## config.mk

```make
export PLATFORM = sky130hd
export DESIGN_NAME = joystick_conditioner_unit
export DESIGN_NICKNAME = d
export VERILOG_FILES = /design/src/rtl/jc_pkg.sv /design/src/rtl/jc_state.sv /design/src/rtl/jc_map.sv /design/src/rtl/joystick_conditioner_unit.sv
export SDC_FILE = /design/constraint.sdc
export NUM_CORES = 2
export LEC_CHECK = 0
export BUFFER_PORTS_ARGS = -buffer_cell sky130_fd_sc_hd__buf_2
export CAP_MARGIN = 20
export CORE_ASPECT_RATIO = 0.7
export CORE_UTILIZATION = 55
export CTS_CLUSTER_DIAMETER = 200
export DETAILED_ROUTE_END_ITERATION = 10
export GPL_ROUTABILITY_DRIVEN = 0
export GPL_TIMING_DRIVEN = 0
export PLACE_DENSITY = 0.72
export RECOVER_POWER = 100
export SLEW_MARGIN = 25
export SYNTH_ARGS = -nofsm -noshare
export SYNTH_HDL_FRONTEND = slang
export SYNTH_SLANG_ARGS = --single-unit
```

## constraint.sdc

```tcl
create_clock -name i_clk -period 14.75 [get_ports i_clk]
set_clock_uncertainty 0.1 [all_clocks]
set_input_delay 1.475 -clock i_clk [delete_from_list [all_inputs] [get_ports i_clk]]
set_output_delay 1.475 -clock i_clk [all_outputs]
set_load 0.02 [all_outputs]
```

## src/rtl/jc_pkg.sv

```systemverilog
// Shared types, constants and a helper function for the joystick conditioner.
// No dependencies; used by every module of the block.
package jc_pkg;

    localparam int unsigned DEAD_ZONE_DEF     = 200;
    localparam int unsigned Y_OFFSET_DEF      = 52;
    localparam int unsigned SCREEN_WIDTH_DEF  = 128;
    localparam int unsigned SCREEN_HEIGHT_DEF = 64;

    localparam int unsigned CENTRE = 2048;
    localparam int unsigned FULL   = 4095;

    localparam logic [23:0] DEBOUNCE_RST = 24'd200000;

    localparam logic [1:0] KIND_SAMPLE = 2'd0;
    localparam logic [1:0] KIND_STICK  = 2'd1;
    localparam logic [1:0] KIND_BTN_A  = 2'd2;

    // Reciprocal multiply widths and shifts for the constant divisions.
    localparam int unsigned CAL_N_BITS  = 24;
    localparam int unsigned CAL_M_W     = 25;
    localparam int unsigned LEVEL_SHIFT = 30;
    localparam int unsigned LEVEL_M_W   = 21;
    localparam int unsigned POS_SHIFT   = 32;
    localparam int unsigned POS_M_W     = 21;
    localparam logic [POS_M_W-1:0] POS_RECIP = 21'd1048833;

    typedef struct packed {
        logic       sample;
        logic       clr;
        logic       pwm;
        logic [1:0] style;
    } t_ctl;

    typedef struct packed {
        logic b;
        logic c;
    } t_adv;

    function automatic logic [11:0] snap(input logic [11:0] v, input logic [11:0] lo,
                                         input logic [11:0] hi);
        snap = (v > lo && v < hi) ? 12'(CENTRE) : v;
    endfunction

endpackage

```

## src/rtl/jc_state.sv

```systemverilog
// Front stage: configuration register, axis filters, debounce and mode state.
// Depends on jc_pkg.
module jc_state #(
    parameter int unsigned DEAD_ZONE = jc_pkg::DEAD_ZONE_DEF
) (
    input  logic              i_clk,
    input  logic              i_rst_n,
    input  logic              i_cfg_wr_en,
    input  logic [23:0]       i_cfg_wr_data,
    input  logic              i_accept,
    input  logic [1:0]        i_kind,
    input  logic [11:0]       i_sample_x,
    input  logic [11:0]       i_sample_y,
    input  logic [47:0]       i_time_us,
    output jc_pkg::t_ctl      o_ctl,
    output logic [11:0]       o_fx,
    output logic [11:0]       o_fy
);

    localparam logic [11:0] SNAP_LO = 12'(jc_pkg::CENTRE - DEAD_ZONE);
    localparam logic [11:0] SNAP_HI = 12'(jc_pkg::CENTRE + DEAD_ZONE);

    logic [23:0]  r_debounce;
    logic [11:0]  r_fx, r_fy;
    logic         r_pwm;
    logic [1:0]   r_style;
    logic [47:0]  r_last_stick, r_last_a;
    jc_pkg::t_ctl r_ctl;

    logic [12:0]  sum_x, sum_y;
    logic [11:0]  n_fx, n_fy;
    logic         stick_ok, a_ok;
    logic [1:0]   n_style;
    logic         n_pwm;

    always_comb begin
        sum_x    = {1'b0, i_sample_x} + {1'b0, r_fx};
        sum_y    = {1'b0, i_sample_y} + {1'b0, r_fy};
        n_fx     = jc_pkg::snap(sum_x[12:1], SNAP_LO, SNAP_HI);
        n_fy     = sum_y[12:1];
        stick_ok = (i_time_us >= r_last_stick) &&
                   ((i_time_us - r_last_stick) >= {24'b0, r_debounce});
        a_ok     = (i_time_us >= r_last_a) &&
                   ((i_time_us - r_last_a) >= {24'b0, r_debounce});
        n_style  = r_style;
        n_pwm    = r_pwm;
        case (i_kind)
            jc_pkg::KIND_STICK: begin
                if (stick_ok) begin
                    n_style = r_style + 2'd1;
                end
            end
            jc_pkg::KIND_BTN_A: begin
                if (a_ok) begin
                    n_pwm = ~r_pwm;
                end
            end
            default: begin
            end
        endcase
    end

    always_ff @(posedge i_clk) begin
        if (!i_rst_n) begin
            r_debounce   <= jc_pkg::DEBOUNCE_RST;
            r_fx         <= 12'(jc_pkg::CENTRE);
            r_fy         <= 12'(jc_pkg::CENTRE);
            r_pwm        <= 1'b1;
            r_style      <= 2'd0;
            r_last_stick <= '0;
            r_last_a     <= '0;
        end else begin
            if (i_cfg_wr_en) begin
                r_debounce <= i_cfg_wr_data;
            end
            if (i_accept) begin
                r_style <= n_style;
                r_pwm   <= n_pwm;
                case (i_kind)
                    jc_pkg::KIND_SAMPLE: begin
                        r_fx <= n_fx;
                        r_fy <= n_fy;
                    end
                    jc_pkg::KIND_STICK: begin
                        if (stick_ok) begin
                            r_last_stick <= i_time_us;
                        end
                    end
                    jc_pkg::KIND_BTN_A: begin
                        if (a_ok) begin
                            r_last_a <= i_time_us;
                        end
                    end
                    default: begin
                    end
                endcase
            end
        end
    end

    always_ff @(posedge i_clk) begin
        if (i_accept) begin
            r_ctl.sample <= (i_kind == jc_pkg::KIND_SAMPLE);
            r_ctl.clr    <= (i_kind == jc_pkg::KIND_BTN_A) && a_ok && r_pwm;
            r_ctl.pwm    <= n_pwm;
            r_ctl.style  <= n_style;
        end
    end

    // Filter state only moves when a new item is accepted into this stage, so it is the item's value.
    assign o_ctl = r_ctl;
    assign o_fx  = r_fx;
    assign o_fy  = r_fy;

endmodule

```

## src/rtl/jc_map.sv

```systemverilog
// Two mapping stages: Y calibration, dead zone, PWM levels and square position.
// Depends on jc_pkg; constant divisions use reciprocal multiplies.
module jc_map #(
    parameter int unsigned DEAD_ZONE     = jc_pkg::DEAD_ZONE_DEF,
    parameter int unsigned Y_OFFSET      = jc_pkg::Y_OFFSET_DEF,
    parameter int unsigned SCREEN_WIDTH  = jc_pkg::SCREEN_WIDTH_DEF,
    parameter int unsigned SCREEN_HEIGHT = jc_pkg::SCREEN_HEIGHT_DEF
) (
    input  logic              i_clk,
    input  jc_pkg::t_adv      i_adv,
    input  jc_pkg::t_ctl      i_ctl,
    input  logic [11:0]       i_fx,
    input  logic [11:0]       i_fy,
    output jc_pkg::t_ctl      o_ctl,
    output logic [7:0]        o_red,
    output logic [7:0]        o_blue,
    output logic [6:0]        o_pos_x,
    output logic [5:0]        o_pos_y
);

    localparam int unsigned LO    = jc_pkg::CENTRE - DEAD_ZONE;
    localparam int unsigned HI    = jc_pkg::CENTRE + DEAD_ZONE;
    localparam int unsigned TOP   = jc_pkg::FULL - HI;
    localparam int unsigned SPAN  = jc_pkg::FULL - Y_OFFSET;
    localparam int unsigned S_CAL = jc_pkg::CAL_N_BITS + $clog2(SPAN);

    localparam longint unsigned M_CAL_L = (64'd1 << S_CAL) / SPAN + 1;
    localparam longint unsigned M_LO_L  = (64'd1 << jc_pkg::LEVEL_SHIFT) / LO + 1;
    localparam longint unsigned M_HI_L  = (64'd1 << jc_pkg::LEVEL_SHIFT) / TOP + 1;

    localparam logic [jc_pkg::CAL_M_W-1:0]   M_CAL = jc_pkg::CAL_M_W'(M_CAL_L);
    localparam logic [jc_pkg::LEVEL_M_W-1:0] M_LO  = jc_pkg::LEVEL_M_W'(M_LO_L);
    localparam logic [jc_pkg::LEVEL_M_W-1:0] M_HI  = jc_pkg::LEVEL_M_W'(M_HI_L);

    localparam logic [11:0] LO12   = 12'(LO);
    localparam logic [11:0] HI12   = 12'(HI);
    localparam logic [11:0] YOFF12 = 12'(Y_OFFSET);
    localparam logic [11:0] SPAN12 = 12'(SPAN);
    localparam logic [11:0] FULL12 = 12'(jc_pkg::FULL);
    localparam logic [19:0] W_M8   = 20'(SCREEN_WIDTH - 8);
    localparam logic [19:0] H_M8   = 20'(SCREEN_HEIGHT - 8);

    function automatic logic [7:0] level_of(input logic [11:0] v);
        logic        lo_side;
        logic        hi_side;
        logic [11:0] d;
        logic [19:0] n;
        logic [jc_pkg::LEVEL_M_W-1:0] m;
        logic [40:0] p;
        lo_side  = v < LO12;
        hi_side  = v > HI12;
        d        = lo_side ? LO12 - v : (hi_side ? v - HI12 : 12'd0);
        n        = {d, 8'b0} - {8'b0, d};
        m        = lo_side ? M_LO : M_HI;
        p        = 41'(n) * 41'(m);
        level_of = p[jc_pkg::LEVEL_SHIFT +: 8];
    endfunction

    jc_pkg::t_ctl r_b_ctl, r_c_ctl;
    logic [11:0]  r_b_cy;
    logic [7:0]   r_b_red, r_c_red, r_c_blue;
    logic [19:0]  r_b_xprod, r_c_yprod;
    logic [6:0]   r_c_pos_x;

    logic [11:0]  c_raw, c_clamp, cy_snap;
    logic [23:0]  n_cal;
    logic [48:0]  cal_p;
    logic [40:0]  xpos_p, ypos_p;

    always_comb begin
        c_raw   = (i_fy >= YOFF12) ? i_fy - YOFF12 : 12'd0;
        c_clamp = (c_raw > SPAN12) ? SPAN12 : c_raw;
        n_cal   = {c_clamp, 12'b0} - {12'b0, c_clamp};
        cal_p   = 49'(n_cal) * 49'(M_CAL);
        cy_snap = jc_pkg::snap(r_b_cy, LO12, HI12);
        xpos_p  = 41'(r_b_xprod) * 41'(jc_pkg::POS_RECIP);
        ypos_p  = 41'(r_c_yprod) * 41'(jc_pkg::POS_RECIP);
    end

    always_ff @(posedge i_clk) begin
        if (i_adv.b) begin
            r_b_ctl   <= i_ctl;
            r_b_cy    <= cal_p[S_CAL +: 12];
            r_b_red   <= level_of(i_fx);
            r_b_xprod <= 20'(i_fx) * W_M8;
        end
        if (i_adv.c) begin
            r_c_ctl   <= r_b_ctl;
            r_c_red   <= r_b_red;
            r_c_blue  <= level_of(cy_snap);
            r_c_pos_x <= xpos_p[jc_pkg::POS_SHIFT +: 7];
            r_c_yprod <= 20'(FULL12 - cy_snap) * H_M8;
        end
    end

    assign o_ctl   = r_c_ctl;
    assign o_red   = r_c_red;
    assign o_blue  = r_c_blue;
    assign o_pos_x = r_c_pos_x;
    assign o_pos_y = ypos_p[jc_pkg::POS_SHIFT +: 6];

endmodule

```

## src/rtl/joystick_conditioner_unit.sv

```systemverilog
// Joystick conditioner top level: handshake, pipeline control, output holds.
// Depends on jc_pkg, jc_state and jc_map.
// A result passes the state stage, the two map stages and the output register.
// Throughput: one item per cycle; the four-stage pipeline stalls only on output stall.
// Reset (synchronous, active low): filters to centre, PWM on, style 0, holds 0,
// debounce 200000 us; the pipeline is emptied.
module joystick_conditioner_unit #(
    parameter int unsigned DEAD_ZONE     = jc_pkg::DEAD_ZONE_DEF,
    parameter int unsigned Y_OFFSET      = jc_pkg::Y_OFFSET_DEF,
    parameter int unsigned SCREEN_WIDTH  = jc_pkg::SCREEN_WIDTH_DEF,
    parameter int unsigned SCREEN_HEIGHT = jc_pkg::SCREEN_HEIGHT_DEF
) (
    input  logic        i_clk,
    input  logic        i_rst_n,
    input  logic        i_cfg_wr_en,
    input  logic [23:0] i_cfg_wr_data,
    input  logic        i_in_valid,
    output logic        o_in_stall,
    input  logic [1:0]  i_kind,
    input  logic [11:0] i_sample_x,
    input  logic [11:0] i_sample_y,
    input  logic [47:0] i_time_us,
    output logic        o_out_valid,
    input  logic        i_out_stall,
    output logic [7:0]  o_red_level,
    output logic [7:0]  o_blue_level,
    output logic        o_green_on,
    output logic [1:0]  o_border_style,
    output logic [6:0]  o_square_x,
    output logic [5:0]  o_square_y,
    output logic        o_pwm_on
);

    logic r_va, r_vb, r_vc, r_vo;
    logic go_a, go_b, go_c, go_o;
    logic accept;

    jc_pkg::t_adv adv;
    jc_pkg::t_ctl ctl_a, ctl_c;
    logic [11:0]  fx_a, fy_a;
    logic [7:0]   red_c, blue_c;
    logic [6:0]   pos_x_c;
    logic [5:0]   pos_y_c;

    logic [7:0]   r_red, r_blue;
    logic [6:0]   r_pos_x;
    logic [5:0]   r_pos_y;
    logic [1:0]   r_style;
    logic         r_pwm;

    assign go_o   = !r_vo || !i_out_stall;
    assign go_c   = !r_vc || go_o;
    assign go_b   = !r_vb || go_c;
    assign go_a   = !r_va || go_b;
    assign accept = i_in_valid && go_a;
    assign adv    = '{b: go_b, c: go_c};

    jc_state #(
        .DEAD_ZONE (DEAD_ZONE)
    ) u_state (
        .i_clk         (i_clk),
        .i_rst_n       (i_rst_n),
        .i_cfg_wr_en   (i_cfg_wr_en),
        .i_cfg_wr_data (i_cfg_wr_data),
        .i_accept      (accept),
        .i_kind        (i_kind),
        .i_sample_x    (i_sample_x),
        .i_sample_y    (i_sample_y),
        .i_time_us     (i_time_us),
        .o_ctl         (ctl_a),
        .o_fx          (fx_a),
        .o_fy          (fy_a)
    );

    jc_map #(
        .DEAD_ZONE     (DEAD_ZONE),
        .Y_OFFSET      (Y_OFFSET),
        .SCREEN_WIDTH  (SCREEN_WIDTH),
        .SCREEN_HEIGHT (SCREEN_HEIGHT)
    ) u_map (
        .i_clk   (i_clk),
        .i_adv   (adv),
        .i_ctl   (ctl_a),
        .i_fx    (fx_a),
        .i_fy    (fy_a),
        .o_ctl   (ctl_c),
        .o_red   (red_c),
        .o_blue  (blue_c),
        .o_pos_x (pos_x_c),
        .o_pos_y (pos_y_c)
    );

    always_ff @(posedge i_clk) begin
        if (!i_rst_n) begin
            r_va    <= 1'b0;
            r_vb    <= 1'b0;
            r_vc    <= 1'b0;
            r_vo    <= 1'b0;
            r_red   <= 8'd0;
            r_blue  <= 8'd0;
            r_pos_x <= 7'd0;
            r_pos_y <= 6'd0;
            r_style <= 2'd0;
            r_pwm   <= 1'b1;
        end else begin
            if (go_a) begin
                r_va <= accept;
            end
            if (go_b) begin
                r_vb <= r_va;
            end
            if (go_c) begin
                r_vc <= r_vb;
            end
            if (go_o) begin
                r_vo <= r_vc;
                if (r_vc) begin
                    r_style <= ctl_c.style;
                    r_pwm   <= ctl_c.pwm;
                    if (ctl_c.sample) begin
                        r_pos_x <= pos_x_c;
                        r_pos_y <= pos_y_c;
                        if (ctl_c.pwm) begin
                            r_red  <= red_c;
                            r_blue <= blue_c;
                        end
                    end
                    if (ctl_c.clr) begin
                        r_red  <= 8'd0;
                        r_blue <= 8'd0;
                    end
                end
            end
        end
    end

    assign o_in_stall     = !go_a;
    assign o_out_valid    = r_vo;
    assign o_red_level    = r_red;
    assign o_blue_level   = r_blue;
    assign o_green_on     = |r_style;
    assign o_border_style = r_style;
    assign o_square_x     = r_pos_x;
    assign o_square_y     = r_pos_y;
    assign o_pwm_on       = r_pwm;

    a_pwm_off_dark: assert property (@(posedge i_clk) disable iff (!i_rst_n)
        !o_pwm_on |-> (o_red_level == 8'd0 && o_blue_level == 8'd0))
        else $error("PWM levels nonzero while PWM is off");

    a_stall_full: assert property (@(posedge i_clk) disable iff (!i_rst_n)
        o_in_stall |-> (r_va && r_vb && r_vc && r_vo))
        else $error("input stalled with a bubble in the pipeline");

    a_drain: assert property (@(posedge i_clk) disable iff (!i_rst_n)
        (r_vc && !r_vo) |=> o_out_valid)
        else $error("last map stage did not reach the output register");

endmodule
```

==> run_results.csv <==
group,metric,value,unit
clocking,cts_buffer_depth,3,
floorplanning,num_rows,91,
sta,worst_slew_pin_slew,1.69,ns
worst_setup_path,critPathBufInv,6,
sta,fin_hold_ws,0.292,ns
sta,tns,0,ns
cells_and_area,final_core_util,59.4,%
worst_setup_path,r2r_setup_slack,0.74,ns
hold_path,min_from,"u_state.o_ctl[3]$_DFFE_PP_",
yosys,syn_area,48900,um^2
yosys,synth_top_area_cell,"ha_1",
floorplanning,design.core.area,88000,um^2
worst_setup_path,crit_start,"u_map.r_b_cy[5]$_DFFE_PP_",
floorplanning,pin_count,138,
yosys,synth-edff-count,89,
sta,finalCritPeriodShare,95.0,%
yosys,ys_warn_count,0,
hold_path,hp-class,"register to register",
routing,avgRoutedWirePerCell,18.8,um
sta,fmax,0.0714,GHz
worst_setup_path,crit_family,"compound AO/OA/AOI/OAI gates",
worst_setup_path,slowest_delay,0.58,ns
worst_setup_path,worst_path_most_repeated_cell,"fa_1",
routing,drc,0,
global_routing,grt_pass1_vias,37700,
worst_setup_path,startpoint_type,"register",
cells_and_area,nNetsFinal,7237,
sta,setup_viol,0,
run_status,outcome,"complete, but fails checks",
global_routing,grt_max_degree,30,
yosys,netlist_instances,5414,
place,portBuffers,135,
routing,vias,38400,
yosys,synth_area_leaders,"ha_1 (25%), fa_1 (24%), inv_1 (8.9%), dfxtp_1 (7.5%), edfxtp_1 (5.5%)",
floorplanning,dieArea,90000,um^2
worst_setup_path,cp-end-kind,"register",
worst_setup_path,crit_cells,43,
clocking,clkTransAtPathRegs,0.06,ns
sta,finalCriticalPeriod,14.01,ns
run_status,violations,"max-capacitance violations, max-slew violations",
routing,drtIter0Drc,3325,
routing,viasPerCell,5.65,
global_routing,grt_pass1_wl,205,mm
worst_setup_path,required,14.95,ns
worst_setup_path,r2r_cells,43,
yosys,synth_cell_types,90,
floorplanning,fp.dieW,358,um
yosys,async_flop_share,0,%
clocking,cts_root_buf,"clkbuf_16",
flow_run,cap_violations,3,
clocking,ctsHoldBuffers,0,
global_routing,grt_antenna_before_repair,7,
worst_setup_path,worstPathMaxFanout,10,
yosys,synth_seq_cells,272,
clocking,cts_tree,"built",
clocking,cts_setup_buffers,0,
routing,ant_nets,0,
clocking,insertion_delay,0.57,ns
place,placedCellCount,6715,
cells_and_area,fin_cells,6784,
sta,hold_viol,0,
hold_path,hold_path_depth,0,
worst_setup_path,reg2reg_from,"u_map.r_b_cy[5]$_DFFE_PP_",
worst_setup_path,critPathKind,"register to register",
global_routing,grt.total_usage,28.9,%
worst_setup_path,worstReg2RegEnd,"u_map.o_blue[7]$_DFFE_PP_",
floorplanning,chipHeight,251,um
yosys,synth_top_area_share,24.5,%
worst_setup_path,worst-endpoint-arrival,14.21,ns
yosys,seq_area_frac_synth,13.0,%
routing,routed_wl,127,mm
clocking,cts_made_buffers,35,
cells_and_area,final_layout_size_suffix_gt1_share,4.43,%
worst_setup_path,crit_slowest_cell,"fa_1",
global_routing,grt-ovfl-total,0,
yosys,syn_nets,7061,
sta,slew_headroom,-12.9,%
sta,drv_slew,70,
routing,drtPass1Iterations,6,
floorplanning,start_util,55.5,%
cells_and_area,area_growth,6.97,%
clocking,htree_levels,2,
place,hpwl,108,mm
hold_path,hold_end,"u_map.r_b_ctl[3]$_DFFE_PP_",
yosys,ys.flop_type,"dfxtp_1",
clocking,clock-sinks,272,
yosys,synth_area_per_cell,9.02,um^2
==> synth_stat cells, drive strengths merged (8+ instances only) <==
| library cell | number |
|---|---|
| xnor2 | 145 |
| or2 | 27 |
| fa | 586 |
| nand2 | 401 |
| and3 | 32 |
| buf | 35 |
| a21o | 84 |
| a21oi | 215 |
| a2111oi | 14 |
| o211ai | 33 |
| nor2b | 73 |
| o21bai | 25 |
| nand4 | 55 |
| or3 | 19 |
| dfxtp | 183 |
| inv | 1163 |
| and4 | 9 |
| xor2 | 65 |
| nor2 | 195 |
| o2111ai | 8 |
| ha | 958 |
| o21ai | 247 |
| a211o | 8 |
| a22o | 13 |
| mux2i | 82 |
| nor3b | 8 |
| a31oi | 33 |
| nor3 | 63 |
| nand3 | 121 |
| o21a | 34 |
| clkbuf | 94 |
| and2 | 37 |
| nor4 | 15 |
| edfxtp | 89 |
| a211oi | 31 |
| o31ai | 22 |
| a22oi | 20 |
| a21boi | 26 |
| nand2b | 28 |
==> flip-flops by register name (all words and copies together) (netlist names), 12 cells and up <==
signal                count
u_map.r_c_yprod          15
u_state.o_fx             12
u_map.r_b_xprod          16
u_state.r_debounce       24
u_state.r_last_stick     48
u_state.r_last_a         48
u_state.o_fy             12
u_map.r_b_cy             12
==> cells in the final DEF (no fill, tap or decap), types with 28 or more instances in the layout <==
master	synthesis	layout
nand2b_1	28	28
nand2_1	401	401
dfxtp_1	183	183
and3_1	32	32
xor2_1	65	59
o21a_1	34	34
a211oi_1	31	31
a21o_1	84	84
a31oi_1	33	32
nor2_1	195	192
xnor2_1	144	132
nand4_1	55	55
clkbuf_1	89	151
o211ai_1	33	33
o21ai_0	210	234
mux2i_1	82	82
clkbuf_16	0	36
nand3_1	121	121
ha_1	958	958
nor2b_1	73	72
nor3_1	61	60
buf_2	25	114
edfxtp_1	89	89
inv_1	1163	1163
fa_1	586	586
a21oi_1	214	213
==> metal layers <==
layer	vias to the layer above	GRT usage (%)	routed length [um]
met5	-	0	27
met4	4	5.39	2630
met3	147	7.82	13200
met2	1424	40.0	50500
met1	18500	44.5	61100
li1	18300	-	-
==> kinds of logic (layout without fill, tap and decap cells) <==
group	after synthesis	after routing	share of synthesized area [%]
other cells	0	5	0
xor+xnor	210	210	3.78
flops	272	272	13.0
buf+inv	1292	1495	10.1
simple gates	1107	1107	10.9
fa+ha+maj	1544	1544	48.5
mux	88	88	1.82
compound gates	901	901	11.9
==> per-stage QoR <==
step	setup slack [ns]	area, um^2
floorplan	2.62	48900
global placement	0.0279	51000
CTS	0.111	52300
finish	0.745	52300
global route	-0.0154	52300
detailed placement	0.157	51200
==> timing repair <==
| item | CTS | global route |
|---|---|---|
| resized for setup | 0 | 13 |
| endpoints found under the hold margin | 0 | 0 |
| endpoints found under the setup margin | 0 | 8 |
==> worst reg2reg max path, delay by kind of cell (launching register included) <==
kind	cells	cell delay, ns
XOR/XNOR	2	0.57
flip-flops	1	0.39
AO/OA/AOI/OAI	20	5.38
buffers and inverters	6	1.23
adder cells (fa/ha/maj)	10	4.75
AND/OR/NAND/NOR	5	1.36
==> cell type report <==
| cell class | instances | area (um^2) |
|---|---|---|
| diodes | 5 | 12.5 |
| plain buffers | 129 | 515 |
| clock buffers | 47 | 942 |
| clock inverters | 17 | 218 |
| fillers | 7720 | 35800 |
| inverters | 1163 | 4370 |
| multi-input cells | 3850 | 37800 |
| flip-flops and latches | 272 | 6340 |
| well taps | 1162 | 1450 |
| repair buffers | 139 | 656 |
==> how the worst max path moves through the flow <==
stage	to	slack [ns]
after floorplan	u_map.o_blue[7]$_DFFE_PP_	2.62
final	u_map.o_blue[7]$_DFFE_PP_	0.74
after CTS	u_map.o_blue[7]$_DFFE_PP_	0.11
after global placement	u_map.o_blue[7]$_DFFE_PP_	0.03
after global routing	u_map.o_blue[7]$_DFFE_PP_	-0.02
after detailed placement	u_map.o_blue[7]$_DFFE_PP_	0.16
Power is not shown: default switching activity piles up to over one toggle a cycle in this logic, so the estimate is an artifact.
